### src/hw/rtl/hidrp_pkg.sv
package hidrp_pkg;

  // Depth of the push/pop stack of global items
  localparam int STACK_ENTRIES = 4;
  localparam int STK_IDX_W = (STACK_ENTRIES > 1) ? $clog2(STACK_ENTRIES) : 1;
  localparam int DEPTH_W = $clog2(STACK_ENTRIES + 1);

  localparam int IN_W = 8;
  localparam int OUT_W = 80;
  localparam int LAYOUT_W = 73;

  localparam logic [7:0] LONG_ITEM_HDR = 8'hFE;
  localparam logic [15:0] PAGE_DESKTOP = 16'h0001;
  localparam logic [15:0] PAGE_BUTTON = 16'h0009;
  localparam logic [15:0] USAGE_HAT = 16'h0039;

  // Item types
  localparam logic [1:0] TYPE_MAIN = 2'd0;
  localparam logic [1:0] TYPE_GLOBAL = 2'd1;
  localparam logic [1:0] TYPE_LOCAL = 2'd2;

  // Main tags
  localparam logic [3:0] TAG_INPUT = 4'h8;
  localparam logic [3:0] TAG_COLLECTION = 4'hA;

  // Global tags
  localparam logic [3:0] TAG_USAGE_PAGE = 4'h0;
  localparam logic [3:0] TAG_REPORT_SIZE = 4'h7;
  localparam logic [3:0] TAG_REPORT_ID = 4'h8;
  localparam logic [3:0] TAG_REPORT_COUNT = 4'h9;
  localparam logic [3:0] TAG_PUSH = 4'hA;
  localparam logic [3:0] TAG_POP = 4'hB;

  // Local tags
  localparam logic [3:0] TAG_USAGE = 4'h0;

  // Result fields, first member in the highest bits so layout_valid sits at bit 0
  typedef struct packed {
    logic [13:0] report_length;
    logic [7:0]  hat_width;
    logic [15:0] hat_bit_offset;
    logic        has_hat;
    logic [7:0]  button_count;
    logic [15:0] button_bit_offset;
    logic [7:0]  report_id;
    logic        has_report_id;
    logic        layout_valid;
  } layout_t;

  // Short item data size; size code 3 means 4 bytes
  function automatic logic [2:0] data_size(input logic [7:0] hdr);
    logic [2:0] s;
    s = (hdr[1:0] == 2'd3) ? 3'd4 : {1'b0, hdr[1:0]};
    return s;
  endfunction

endpackage

### src/hw/rtl/hid_report_descriptor_parser_core.sv
// HID report descriptor parser. Feed the descriptor one byte per transfer on the
// s_ side, with s_tlast on its final byte; one result transfer follows on the m_
// side and the parser is then back in its reset state, ready for the next
// descriptor. One byte is taken every cycle while the input is not stalled; a byte
// passes an input register and the item decode logic, which updates the parse state
// in the same cycle. m_tvalid rises as the last byte leaves the input register and
// its result is loaded into the output register. The loop that sets this rate is the
// per-byte state update (16x16 size-by-count product and offset add). Input stalls
// only while a result waits in the output register and another last byte is ready
// to produce the next one.
module hid_report_descriptor_parser_core (
  input  logic                          clk,
  input  logic                          rst,
  input  logic                          s_tvalid,
  output logic                          s_tready,
  input  logic [hidrp_pkg::IN_W-1:0]    s_tdata,   // [7:0] map_byte
  input  logic                          s_tlast,   // last_byte
  output logic                          m_tvalid,
  input  logic                          m_tready,
  // [0] layout_valid, [1] has_report_id, [9:2] report_id,
  // [25:10] button_bit_offset, [33:26] button_count, [34] has_hat,
  // [50:35] hat_bit_offset, [58:51] hat_width, [72:59] report_length, rest zero
  output logic [hidrp_pkg::OUT_W-1:0]   m_tdata
);

  logic               in_valid;
  logic [7:0]         in_byte;
  logic               in_last;
  logic               advance;
  hidrp_pkg::layout_t layout;

  // A last byte moves on only when the output register is free or draining
  assign advance  = in_valid && (!in_last || !m_tvalid || m_tready);
  assign s_tready = !in_valid || advance;

  always_ff @(posedge clk) begin
    if (rst) begin
      in_valid <= 1'b0;
    end else if (s_tready) begin
      in_valid <= s_tvalid;
    end
  end

  always_ff @(posedge clk) begin
    if (s_tvalid && s_tready) begin
      in_byte <= s_tdata;
      in_last <= s_tlast;
    end
  end

  hidrp_engine u_engine (
    .clk     (clk),
    .rst     (rst),
    .step    (advance),
    .byte_in (in_byte),
    .last    (in_last),
    .layout  (layout)
  );

  always_ff @(posedge clk) begin
    if (rst) begin
      m_tvalid <= 1'b0;
    end else if (advance && in_last) begin
      m_tvalid <= 1'b1;
    end else if (m_tready) begin
      m_tvalid <= 1'b0;
    end
  end

  always_ff @(posedge clk) begin
    if (advance && in_last) begin
      m_tdata <= {(hidrp_pkg::OUT_W - hidrp_pkg::LAYOUT_W)'(0), layout};
    end
  end

endmodule

### src/hw/rtl/hidrp_engine.sv
module hidrp_engine (
  input  logic                clk,
  input  logic                rst,
  input  logic                step,
  input  logic [7:0]          byte_in,
  input  logic                last,
  output hidrp_pkg::layout_t  layout
);

  typedef enum logic [1:0] {
    PH_HEADER,
    PH_DATA,
    PH_LONGLEN,
    PH_SKIP
  } phase_t;

  typedef struct packed {
    logic [15:0] usage_page;
    logic [15:0] field_size;
    logic [15:0] field_count;
  } stack_entry_t;

  phase_t      phase, phase_next;
  logic [8:0]  bytes_left, bytes_left_next;
  logic [7:0]  item_header, item_header_next;
  logic [15:0] value_accum, value_accum_next;
  logic [15:0] usage_page, usage_page_next;
  logic [15:0] field_size, field_size_next;
  logic [15:0] field_count, field_count_next;
  logic [15:0] local_usage, local_usage_next;
  logic [15:0] current_id, current_id_next;
  logic        id_seen, id_seen_next;
  logic [15:0] bit_position, bit_position_next;
  logic [hidrp_pkg::DEPTH_W-1:0] stack_depth, stack_depth_next;
  stack_entry_t global_stack [hidrp_pkg::STACK_ENTRIES];

  logic        cap_valid, cap_valid_next;
  logic        cap_has_id, cap_has_id_next;
  logic [7:0]  cap_id, cap_id_next;
  logic [15:0] cap_btn_off, cap_btn_off_next;
  logic [7:0]  cap_btn_cnt, cap_btn_cnt_next;
  logic        cap_has_hat, cap_has_hat_next;
  logic [15:0] cap_hat_off, cap_hat_off_next;
  logic [7:0]  cap_hat_w, cap_hat_w_next;

  logic        run;
  logic [7:0]  run_hdr;
  logic [15:0] run_val;
  logic [1:0]  run_type;
  logic [3:0]  run_tag;
  logic [2:0]  hdr_size;
  logic [2:0]  hdr_size_in;
  logic [2:0]  data_idx;
  logic [15:0] accum_new;
  logic [31:0] field_bits;
  logic        push_en;
  logic [hidrp_pkg::DEPTH_W-1:0]   depth_dec;
  logic [hidrp_pkg::STK_IDX_W-1:0] push_idx;
  logic [hidrp_pkg::STK_IDX_W-1:0] pop_idx;
  stack_entry_t pop_entry;
  logic [16:0] len_round;

  assign hdr_size    = hidrp_pkg::data_size(item_header);
  assign hdr_size_in = hidrp_pkg::data_size(byte_in);
  assign data_idx    = hdr_size - bytes_left[2:0];
  assign field_bits  = field_count * field_size;
  assign depth_dec   = stack_depth - hidrp_pkg::DEPTH_W'(1);
  assign push_idx    = stack_depth[hidrp_pkg::STK_IDX_W-1:0];
  assign pop_idx     = depth_dec[hidrp_pkg::STK_IDX_W-1:0];
  assign pop_entry   = global_stack[pop_idx];
  assign run_type    = run_hdr[3:2];
  assign run_tag     = run_hdr[7:4];

  // Byte framing: header, data bytes, long item length and skip
  always_comb begin
    phase_next       = phase;
    bytes_left_next  = bytes_left;
    item_header_next = item_header;
    value_accum_next = value_accum;
    run              = 1'b0;
    run_hdr          = item_header;
    run_val          = 16'h0000;
    accum_new        = value_accum;
    case (phase)
      PH_HEADER: begin
        if (byte_in == hidrp_pkg::LONG_ITEM_HDR) begin
          phase_next = PH_LONGLEN;
        end else begin
          item_header_next = byte_in;
          value_accum_next = 16'h0000;
          bytes_left_next  = {6'd0, hdr_size_in};
          if (hdr_size_in == 3'd0) begin
            run     = 1'b1;
            run_hdr = byte_in;
          end else begin
            phase_next = PH_DATA;
          end
        end
      end
      PH_DATA: begin
        if (data_idx == 3'd0) begin
          accum_new = {8'h00, byte_in};
        end else if (data_idx == 3'd1) begin
          accum_new = {byte_in, value_accum[7:0]};
        end
        value_accum_next = accum_new;
        bytes_left_next  = bytes_left - 9'd1;
        if (bytes_left == 9'd1) begin
          // one-byte values are sign extended
          if (hdr_size == 3'd1) begin
            value_accum_next = {{8{byte_in[7]}}, byte_in};
          end
          phase_next = PH_HEADER;
          run        = 1'b1;
          run_val    = value_accum_next;
        end
      end
      PH_LONGLEN: begin
        bytes_left_next = {1'b0, byte_in} + 9'd1;
        phase_next      = PH_SKIP;
      end
      default: begin
        if (bytes_left != 9'd0) begin
          bytes_left_next = bytes_left - 9'd1;
        end
        if (bytes_left <= 9'd1) begin
          phase_next = PH_HEADER;
        end
      end
    endcase
  end

  // Item execution
  always_comb begin
    usage_page_next   = usage_page;
    field_size_next   = field_size;
    field_count_next  = field_count;
    local_usage_next  = local_usage;
    current_id_next   = current_id;
    id_seen_next      = id_seen;
    bit_position_next = bit_position;
    stack_depth_next  = stack_depth;
    push_en           = 1'b0;
    cap_valid_next    = cap_valid;
    cap_has_id_next   = cap_has_id;
    cap_id_next       = cap_id;
    cap_btn_off_next  = cap_btn_off;
    cap_btn_cnt_next  = cap_btn_cnt;
    cap_has_hat_next  = cap_has_hat;
    cap_hat_off_next  = cap_hat_off;
    cap_hat_w_next    = cap_hat_w;
    if (run) begin
      if (run_type == hidrp_pkg::TYPE_GLOBAL) begin
        case (run_tag)
          hidrp_pkg::TAG_USAGE_PAGE:   usage_page_next = run_val;
          hidrp_pkg::TAG_REPORT_SIZE:  field_size_next = run_val;
          hidrp_pkg::TAG_REPORT_COUNT: field_count_next = run_val;
          hidrp_pkg::TAG_REPORT_ID: begin
            // offsets restart on the first ID and on every change of ID
            if (!id_seen || run_val != current_id) begin
              bit_position_next = 16'h0000;
            end
            id_seen_next    = 1'b1;
            current_id_next = run_val;
          end
          hidrp_pkg::TAG_PUSH: begin
            if (stack_depth < hidrp_pkg::DEPTH_W'(hidrp_pkg::STACK_ENTRIES)) begin
              push_en          = 1'b1;
              stack_depth_next = stack_depth + hidrp_pkg::DEPTH_W'(1);
            end
          end
          hidrp_pkg::TAG_POP: begin
            if (stack_depth != '0) begin
              stack_depth_next = depth_dec;
              usage_page_next  = pop_entry.usage_page;
              field_size_next  = pop_entry.field_size;
              field_count_next = pop_entry.field_count;
            end
          end
          default: ;
        endcase
      end else if (run_type == hidrp_pkg::TYPE_LOCAL) begin
        if (run_tag == hidrp_pkg::TAG_USAGE) begin
          local_usage_next = run_val;
        end
      end else if (run_type == hidrp_pkg::TYPE_MAIN) begin
        if (run_tag == hidrp_pkg::TAG_COLLECTION) begin
          local_usage_next = 16'h0000;
        end else if (run_tag == hidrp_pkg::TAG_INPUT) begin
          if (usage_page == hidrp_pkg::PAGE_BUTTON && field_size == 16'd1 && !cap_valid) begin
            cap_valid_next   = 1'b1;
            cap_has_id_next  = id_seen;
            cap_id_next      = current_id[7:0];
            cap_btn_off_next = bit_position;
            cap_btn_cnt_next = field_count[7:0];
          end else if (usage_page == hidrp_pkg::PAGE_DESKTOP &&
                       local_usage == hidrp_pkg::USAGE_HAT && !cap_has_hat) begin
            cap_has_hat_next = 1'b1;
            cap_hat_off_next = bit_position;
            cap_hat_w_next   = field_size[7:0];
          end
          bit_position_next = bit_position + field_bits[15:0];
          local_usage_next  = 16'h0000;
        end
      end
    end
  end

  // Result as seen after this byte; zeroed fields where nothing was found
  assign len_round = {1'b0, bit_position_next} + 17'd7;

  always_comb begin
    layout.layout_valid      = cap_valid_next;
    layout.has_report_id     = cap_valid_next & cap_has_id_next;
    layout.report_id         = cap_valid_next ? cap_id_next : 8'h00;
    layout.button_bit_offset = cap_valid_next ? cap_btn_off_next : 16'h0000;
    layout.button_count      = cap_valid_next ? cap_btn_cnt_next : 8'h00;
    layout.has_hat           = cap_has_hat_next;
    layout.hat_bit_offset    = cap_has_hat_next ? cap_hat_off_next : 16'h0000;
    layout.hat_width         = cap_has_hat_next ? cap_hat_w_next : 8'h00;
    layout.report_length     = cap_valid_next ?
                               (len_round[16:3] + {13'd0, id_seen_next}) : 14'd0;
  end

  always_ff @(posedge clk) begin
    if (rst || (step && last)) begin
      phase        <= PH_HEADER;
      bytes_left   <= 9'd0;
      item_header  <= 8'h00;
      value_accum  <= 16'h0000;
      usage_page   <= 16'h0000;
      field_size   <= 16'h0000;
      field_count  <= 16'h0000;
      local_usage  <= 16'h0000;
      current_id   <= 16'h0000;
      id_seen      <= 1'b0;
      bit_position <= 16'h0000;
      stack_depth  <= '0;
      cap_valid    <= 1'b0;
      cap_has_id   <= 1'b0;
      cap_id       <= 8'h00;
      cap_btn_off  <= 16'h0000;
      cap_btn_cnt  <= 8'h00;
      cap_has_hat  <= 1'b0;
      cap_hat_off  <= 16'h0000;
      cap_hat_w    <= 8'h00;
    end else if (step) begin
      phase        <= phase_next;
      bytes_left   <= bytes_left_next;
      item_header  <= item_header_next;
      value_accum  <= value_accum_next;
      usage_page   <= usage_page_next;
      field_size   <= field_size_next;
      field_count  <= field_count_next;
      local_usage  <= local_usage_next;
      current_id   <= current_id_next;
      id_seen      <= id_seen_next;
      bit_position <= bit_position_next;
      stack_depth  <= stack_depth_next;
      cap_valid    <= cap_valid_next;
      cap_has_id   <= cap_has_id_next;
      cap_id       <= cap_id_next;
      cap_btn_off  <= cap_btn_off_next;
      cap_btn_cnt  <= cap_btn_cnt_next;
      cap_has_hat  <= cap_has_hat_next;
      cap_hat_off  <= cap_hat_off_next;
      cap_hat_w    <= cap_hat_w_next;
    end
  end

  // Stack entries are only read below the depth pointer, so they need no reset
  always_ff @(posedge clk) begin
    if (step && push_en) begin
      global_stack[push_idx] <= '{usage_page, field_size, field_count};
    end
  end

endmodule

### config.mk
export PLATFORM = sky130hd
export DESIGN_NAME = hid_report_descriptor_parser_core
export DESIGN_NICKNAME = d
export VERILOG_FILES = /design/src/hw/rtl/hidrp_pkg.sv /design/src/hw/rtl/hid_report_descriptor_parser_core.sv /design/src/hw/rtl/hidrp_engine.sv
export SDC_FILE = /design/constraint.sdc
export NUM_CORES = 1
export LEC_CHECK = 0
export ABC_AREA = 1
export BUFFER_PORTS_ARGS = -buffer_cell sky130_fd_sc_hd__buf_4
export CELL_PAD_IN_SITES_DETAIL_PLACEMENT = 0
export CELL_PAD_IN_SITES_GLOBAL_PLACEMENT = 1
export CORE_MARGIN = 4
export CORE_UTILIZATION = 50
export CTS_BUF_LIST = sky130_fd_sc_hd__clkbuf_4 sky130_fd_sc_hd__clkbuf_8 sky130_fd_sc_hd__clkbuf_16
export DETAILED_ROUTE_END_ITERATION = 6
export GPL_TIMING_DRIVEN = 0
export PLACE_DENSITY_LB_ADDON = 0.08
export SLEW_MARGIN = 20
export SYNTH_ARGS = -nofsm -noshare
export SYNTH_HDL_FRONTEND = slang
export SYNTH_SLANG_ARGS = --single-unit
### constraint.sdc
create_clock -name clk -period 12.2 [get_ports clk]
set_input_delay 0.61 -clock clk [delete_from_list [all_inputs] [get_ports clk]]
set_output_delay 0.61 -clock clk [all_outputs]
set_load 0.1 [all_outputs]
# Yosys cells after proc, flatten, opt, wreduce, memory -nomap -nowiden
# Memories as Yosys holds them, arrays and structs flattened.
# Index checks and enable logic that the tools add are counted.
dict set report word_totals {
  reg_bits 278
  latch_bits 0
  ram_bits 192
  rom_bits 0
  in_bits 13
  out_inout_bits 82
  wordCells 231
  memories 1
}
# name words word_bits read_ports rd_clocked_by_memory_dff write_ports line_no
set mem_list {}
lappend mem_list {u_engine.global_stack 4 48 1 0 1 hidrp_engine.sv:35} ;# stack_entry_t global_stack [hidrp_pkg::STACK_ENTRIES];
dict set report classes {
  addsub 8
  mul 1
  n_div 0
  n_lt_le_gt_ge 2
  eq_ne 26
  shifts 0
  mux 117
  n_bitwise 3
  n_reduce_logical 46
}
# cell n
set op_table {}
lappend op_table {{2-to-1 mux 16 bit} 38}
lappend op_table {{2-to-1 mux 8 bit} 25}
lappend op_table {{one-hot mux 16 bit (2 select lines)} 4}
lappend op_table {{2-to-1 mux 1 bit} 36}
lappend op_table {{equality test 16 x 1 -> 1 bit (second input constant)} 2}
lappend op_table {{one-hot mux 9 bit (3 select lines)} 1}
lappend op_table {{2-to-1 mux 9 bit} 2}
lappend op_table {{adder 16 x 3 -> 17 bit (second input constant)} 1}
lappend op_table {{adder 16 bit} 1}
lappend op_table {{equality test 16 x 4 -> 1 bit (second input constant)} 1}
lappend op_table {{equality test 16 x 6 -> 1 bit (second input constant)} 1}
lappend op_table {{equality test 4 bit (second input constant)} 4}
lappend op_table {{multiplier 16 x 16 -> 16 bit} 1}
lappend op_table {{inequality test 16 bit} 1}
lappend op_table {{AND reduction 5 bit} 3}
lappend op_table {{adder 14 x 1 -> 14 bit} 1}
lappend op_table {{nonzero test 2 bit} 7}
lappend op_table {{2-to-1 mux 3 bit} 4}
lappend op_table {{AND reduction 6 bit} 2}
lappend op_table {{adder 8 x 1 -> 9 bit (second input constant)} 1}
lappend op_table {{equality test 9 x 1 -> 1 bit (second input constant)} 1}
lappend op_table {{<= comparator 9 x 1 -> 1 bit (second input constant)} 1}
lappend op_table {{AND reduction 3 bit} 3}
lappend op_table {{nonzero test 9 bit} 1}
lappend op_table {{other kinds (28)} 61}

# Longest topological paths before layout
dict set report logic_depth {
  depth_word 17
  mapped_depth 40
  depth_no_buf 39
}

# Modules after synthesis
# A second synthesis with hierarchy kept.
dict set report unflattened {
  hier_cells 2802
  hier_area_um2 25478.2
}
# mod n_inst cells_each area_each_um2 seq_area_each_um2
set by_module_without_submodules {}
lappend by_module_without_submodules {hidrp_engine 1 2694 22840.7 9649.3}
lappend by_module_without_submodules {hid_report_descriptor_parser_core 1 108 2637.5 2502.4}

# Worst setup path before layout
# OpenSTA, ideal clock, no wires.
dict set report synth_timing {
  kind {reg-to-reg}
  startpoint {reg u_engine.field_size[1]}
  endpoint {reg m_tdata[71] in the netlist's numbering, data pin}
  setup_time_ns 0.255
  arrival_time_ns 6.020
  t_required_ns 11.945
  path_slack_ns 5.926
  path_stages_with_launch 28
  path_buffers 2
  synth_period_minus_slack_ns 6.274
  cell_sequence {dfxtp_1 -> clkbuf_1 -> clkbuf_1 -> nand2_1 -> fa_1 -> fa_1 -> fa_1 -> fa_1 -> inv_1 -> fa_1 -> inv_1 -> fa_1 -> inv_1 -> ha_1 -> inv_1 -> nor4_1 -> nand3_1 -> o2111ai_1 -> xor2_1 -> o21ai_0 -> nand3_1 -> o21ai_0 -> nor3_1 -> nand3_1 -> xnor2_1 -> nand3_1 -> nand2_1 -> nor2_1}
}
dict set report synth_via {
  elab_chain_len 10
  elab_cells_between_ends 20
  cone_classes {3 x add/sub; 1 x mul; 1 x eq/ne; 13 x mux; 2 x reduce/logical}
}
# element line_no
set synth_lines {}
lappend synth_lines {{start, declared} hidrp_engine.sv:28} ;# logic [15:0] field_size, field_size_next;
lappend synth_lines {{start signal, assigned} hidrp_engine.sv:253} ;# field_size <= field_size_next;
lappend synth_lines {{multiplier 16 x 16 -> 16 bit / equality test 16 x 1 -> 1 bit (equally long branches)} {hidrp_engine.sv:66, hidrp_engine.sv:190}}
lappend synth_lines {{adder 16 bit / logical AND 1 bit (equally long branches)} {hidrp_engine.sv:202, hidrp_engine.sv:190}}
lappend synth_lines {{2-to-1 mux 16 bit / logical AND 1 bit (equally long branches)} {hidrp_engine.sv:189, hidrp_engine.sv:190}}
lappend synth_lines {{2-to-1 mux 16 bit / 2-to-1 mux 1 bit (equally long branches)} {hidrp_engine.sv:187, hidrp_engine.sv:190}}
lappend synth_lines {{2-to-1 mux 16 bit / 2-to-1 mux 1 bit (equally long branches)} {hidrp_engine.sv:186, hidrp_engine.sv:189}}
lappend synth_lines {{2-to-1 mux 16 bit / 2-to-1 mux 1 bit (equally long branches)} {hidrp_engine.sv:182, hidrp_engine.sv:187}}
lappend synth_lines {{2-to-1 mux 16 bit / 2-to-1 mux 1 bit (equally long branches)} {hidrp_engine.sv:153, hidrp_engine.sv:186}}
lappend synth_lines {{2-to-1 mux 16 bit / 2-to-1 mux 1 bit (equally long branches)} {hidrp_engine.sv:152, hidrp_engine.sv:182}}
lappend synth_lines {{adder 16 x 3 -> 17 bit / 2-to-1 mux 1 bit (equally long branches)} {hidrp_engine.sv:210, hidrp_engine.sv:153}}
lappend synth_lines {{adder 14 x 1 -> 14 bit / 2-to-1 mux 1 bit (equally long branches)} {hidrp_engine.sv:222, hidrp_engine.sv:152}}
lappend synth_lines {{end signal, assigned} hid_report_descriptor_parser_core.sv:72} ;# m_tdata <= {(hidrp_pkg::OUT_W - hidrp_pkg::LAYOUT_W)'(0), layout};
lappend synth_lines {{end, declared} hid_report_descriptor_parser_core.sv:23} ;# output logic [hidrp_pkg::OUT_W-1:0] m_tdata
# Parallel ways exist; a longest one is shown, timed or not.
# A chain may end at the register's enable or synchronous reset.

# Final worst setup path
# Ends and elaborated chain as after synthesis.

==> out/results.ini <==
[outcome]
status = finished clean

[synth]
netlist_top_cells_count = nand2_1, inv_1, edfxtp_1
synth_most_common_cell = nand2_1
ys_top_cells_by_area = edfxtp_1, dfxtp_1, fa_1, nand2_1, inv_1
synth_area_um2 = 25240
yosysTopAreaCell = edfxtp_1
synthArstFlopShare_pct = 0
ys_ff_latch = 470
synth_edf_count = 274
ys.flop_type = edfxtp_1
synth_top_area_share_pct = 32.60
syn-instance-count = 2765
yosys_warnings = 0
syn_avg_cell_area_um2 = 9.128
synth_cell_types = 56
synth_seq_area_share_pct = 48.15

[sta]
finalMaxSlewViolations = 0
slew_headroom_pct = 33.19
fin_crit_ns = 7.670
rsz0062_at_grt = no
fmax_ghz = 0.1304
finalSetupViolCount = 0
setup_tns_ns = 0
clock_skew_ns = 0.05583
hold_viol = 0
fin_crit_sh_pct = 62.87
worst_pin_slew_ns = 1.002

[placed_design]
portBuffers = 87
finalWeightedCongestion = 0.8956
placed_cells = 3539
hpwl_um = 56290

[die]
dieWidth_um = 232.7
coreArea_um2 = 50070
chipHeight_um = 232.7
rows = 82
die_area_um2 = 54140
start_util_pct = 50.41
ioPinCount = 95

[layout]
largest_register_ffs = 192
final_core_util_pct = 57.22
diodes = 0
layoutNonFillerInstCount = 3629
top_regs = u_engine.global_stack x192, m_tdata x73
multi_input_area_um2 = 11050
seq_area_um2 = 12150
regMostFlops = u_engine.global_stack
nNetsFinal = 3095
fillers = 4552
area_growth_pct = 13.51
drive_gt1_share_pct = 9.435

[clock_tree]
post_cts_resized = 0
clock-sinks = 470
clk_latency_ns = 0.61
postCtsSetupRepairBufs = 0
clockRootBuffer = clkbuf_16
cts_tree = built
path_clk_slew_ns = 0.06
cts_buffer_depth = 3
ctsHtreeMaxLevel = 2
postCtsHoldBufs = 0
tritoncts.num_buffers = 48

[pwr]
intPower_w = 0.002651
p_leak_nw = 12.60
pwr-share-clk_pct = 42.4
ir_drop_mv = 0.1324
swShare_pct = 25.65
power_density_nw_per_um2 = 124.5
power_frac_comb_pct = 9.5
switchingPower_w = 0.0009147
seq_power_share_pct = 48.1

[min_path]
worstHoldStart = s_tdata[0]
holdPathStages = 1
hold_path.class = primary input to flip-flop
min_to = in_byte[0]$_DFFE_PP_

[routing]
firstDrtPassIters = 5
ant_nets = 0
vias = 20370
drc = 0
wl_per_cell_um = 21.24
drt_iter0_markers = 1559
viasPerCell = 5.613
wl_um = 77090

[grt]
grt_max_degree = 54
grt_remaining_overflow = 0
grt_pass1_vias = 19790
antenna_found_initial = 0
gr-usage-all-layers_pct = 28.17
grt_pass1_wl_um = 116700

[critical_path]
critPathArrivalTime_ns = 7.99
rr_endpoint = m_tdata[71]$_SDFFCE_PN0P_
reg2regPathDepth = 27
cp_max_fo = 10
reg2reg_from = u_engine.field_size[1]$_SDFFE_PP0P_
cp_data_required_time_ns = 12.52
criticalPathCategory = flip-flop to flip-flop
rrSetupSlack_ns = 4.53
startpoint_type = flip-flop
cp-end-kind = flip-flop

[flow_run]
cap_violations = 0

layer usage:
| layer | GRT usage, % | routed length (um) | vias to the layer above |
|---|---|---|---|
| li1 | - | - | 9552 |
| met1 | 39.35 | 33520 | 9919 |
| met5 | 0 | 0 | - |
| met2 | 43.82 | 34360 | 753 |
| met4 | 10.42 | 3153 | 0 |
| met3 | 5.509 | 6060 | 147 |
stage by stage:
stage / power (W) / setup slack, ns / cell area (um2) / hold slack (ns)
floorplan: 0.001983 / 5.926 / 25260 / 0.4297
global placement: 0.002077 / 4.644 / 26750 / 0.4421
detailed placement: 0.002081 / 4.590 / 27020 / 0.4553
CTS: 0.003581 / 4.493 / 28650 / 0.1365
global route: 0.003687 / 4.021 / 28650 / 0.1409
finish: 0.003566 / 4.530 / 28650 / 0.1728
cells in the final DEF, fill, tap and decap left out, types with 95 or more instances in the layout:
cell and count:
clkbuf_1 128, edfxtp_1 274, dfxtp_1 196, nor2_1 188
inv_1 364, nand2_1 465, o21ai_0 234, fa_1 95
buf_4 98, a21oi_1 273
how the worst max path moves through the flow:
stage | slack [ns] | endpoint | startpoint
2_1_floorplan | 5.93 | m_tdata[71]$_SDFFCE_PN0P_ | u_engine.field_size[1]$_SDFFE_PP0P_
5_1_grt | 4.02 | m_tdata[71]$_SDFFCE_PN0P_ | u_engine.field_size[1]$_SDFFE_PP0P_
3_3_place_gp | 4.64 | m_tdata[71]$_SDFFCE_PN0P_ | u_engine.field_size[1]$_SDFFE_PP0P_
3_5_place_dp | 4.59 | m_tdata[71]$_SDFFCE_PN0P_ | u_engine.field_size[1]$_SDFFE_PP0P_
4_1_cts | 4.49 | m_tdata[71]$_SDFFCE_PN0P_ | u_engine.field_size[1]$_SDFFE_PP0P_
6_report | 4.53 | m_tdata[71]$_SDFFCE_PN0P_ | u_engine.field_size[1]$_SDFFE_PP0P_
worst max-delay path, stage by stage (launching register included):
cell and delay, ns:
dfxtp_1 0.38, clkbuf_1 0.47, clkbuf_1 0.50, nand2_1 0.15, fa_1 0.55, fa_1 0.58, fa_1 0.45, fa_1 0.54
inv_1 0.06, fa_1 0.49, inv_1 0.07, fa_1 0.50, inv_1 0.05, ha_1 0.31, inv_1 0.08, nor4_1 0.33
nand3_1 0.14, o2111ai_1 0.13, xor2_1 0.25, o21ai_0 0.12, nand3_1 0.09, o21ai_0 0.29, nor3_1 0.23, nand3_1 0.17
xnor2_1 0.24, nand3_1 0.10, nand2_1 0.06, nor2_1 0.04
kinds of logic (layout without fill, tap and decap cells):
| group | Yosys count | count (layout) | synth area share (%) |
|---|---|---|---|
| AND/OR/NAND/NOR | 869 | 869 | 15.20 |
| AO/OA/AOI/OAI | 630 | 630 | 13.71 |
| buffers and inverters | 533 | 719 | 8.264 |
| flip-flops | 470 | 470 | 48.15 |
| adder cells (fa/ha/maj) | 165 | 165 | 11.01 |
| multiplexers | 57 | 57 | 2.261 |
| XOR/XNOR | 40 | 40 | 1.388 |
| other | 1 | 7 | 0.01486 |
power by group through the flow:
stage	logic (W)	clock network, W	registers [W]
floorplan	0.000216	0	0.00177
global placement	0.000328	0	0.00175
detailed placement	0.000333	0	0.00175
CTS	0.000335	0.00153	0.00171
global route	0.000372	0.00160	0.00172
finish	0.000338	0.00151	0.00172
layout make-up:
type,instances,share of cell area [%]
Clock buffer,61,4.682
Sequential cell,470,42.42
Inverter,383,5.062
Timing Repair Buffer,96,3.092
Multi-Input combinational cell,1768,38.58
Tap cell,672,2.935
Buffer,150,2.227
Clock inverter,29,1.004
Note: power is estimated with default switching activity, not from simulation.
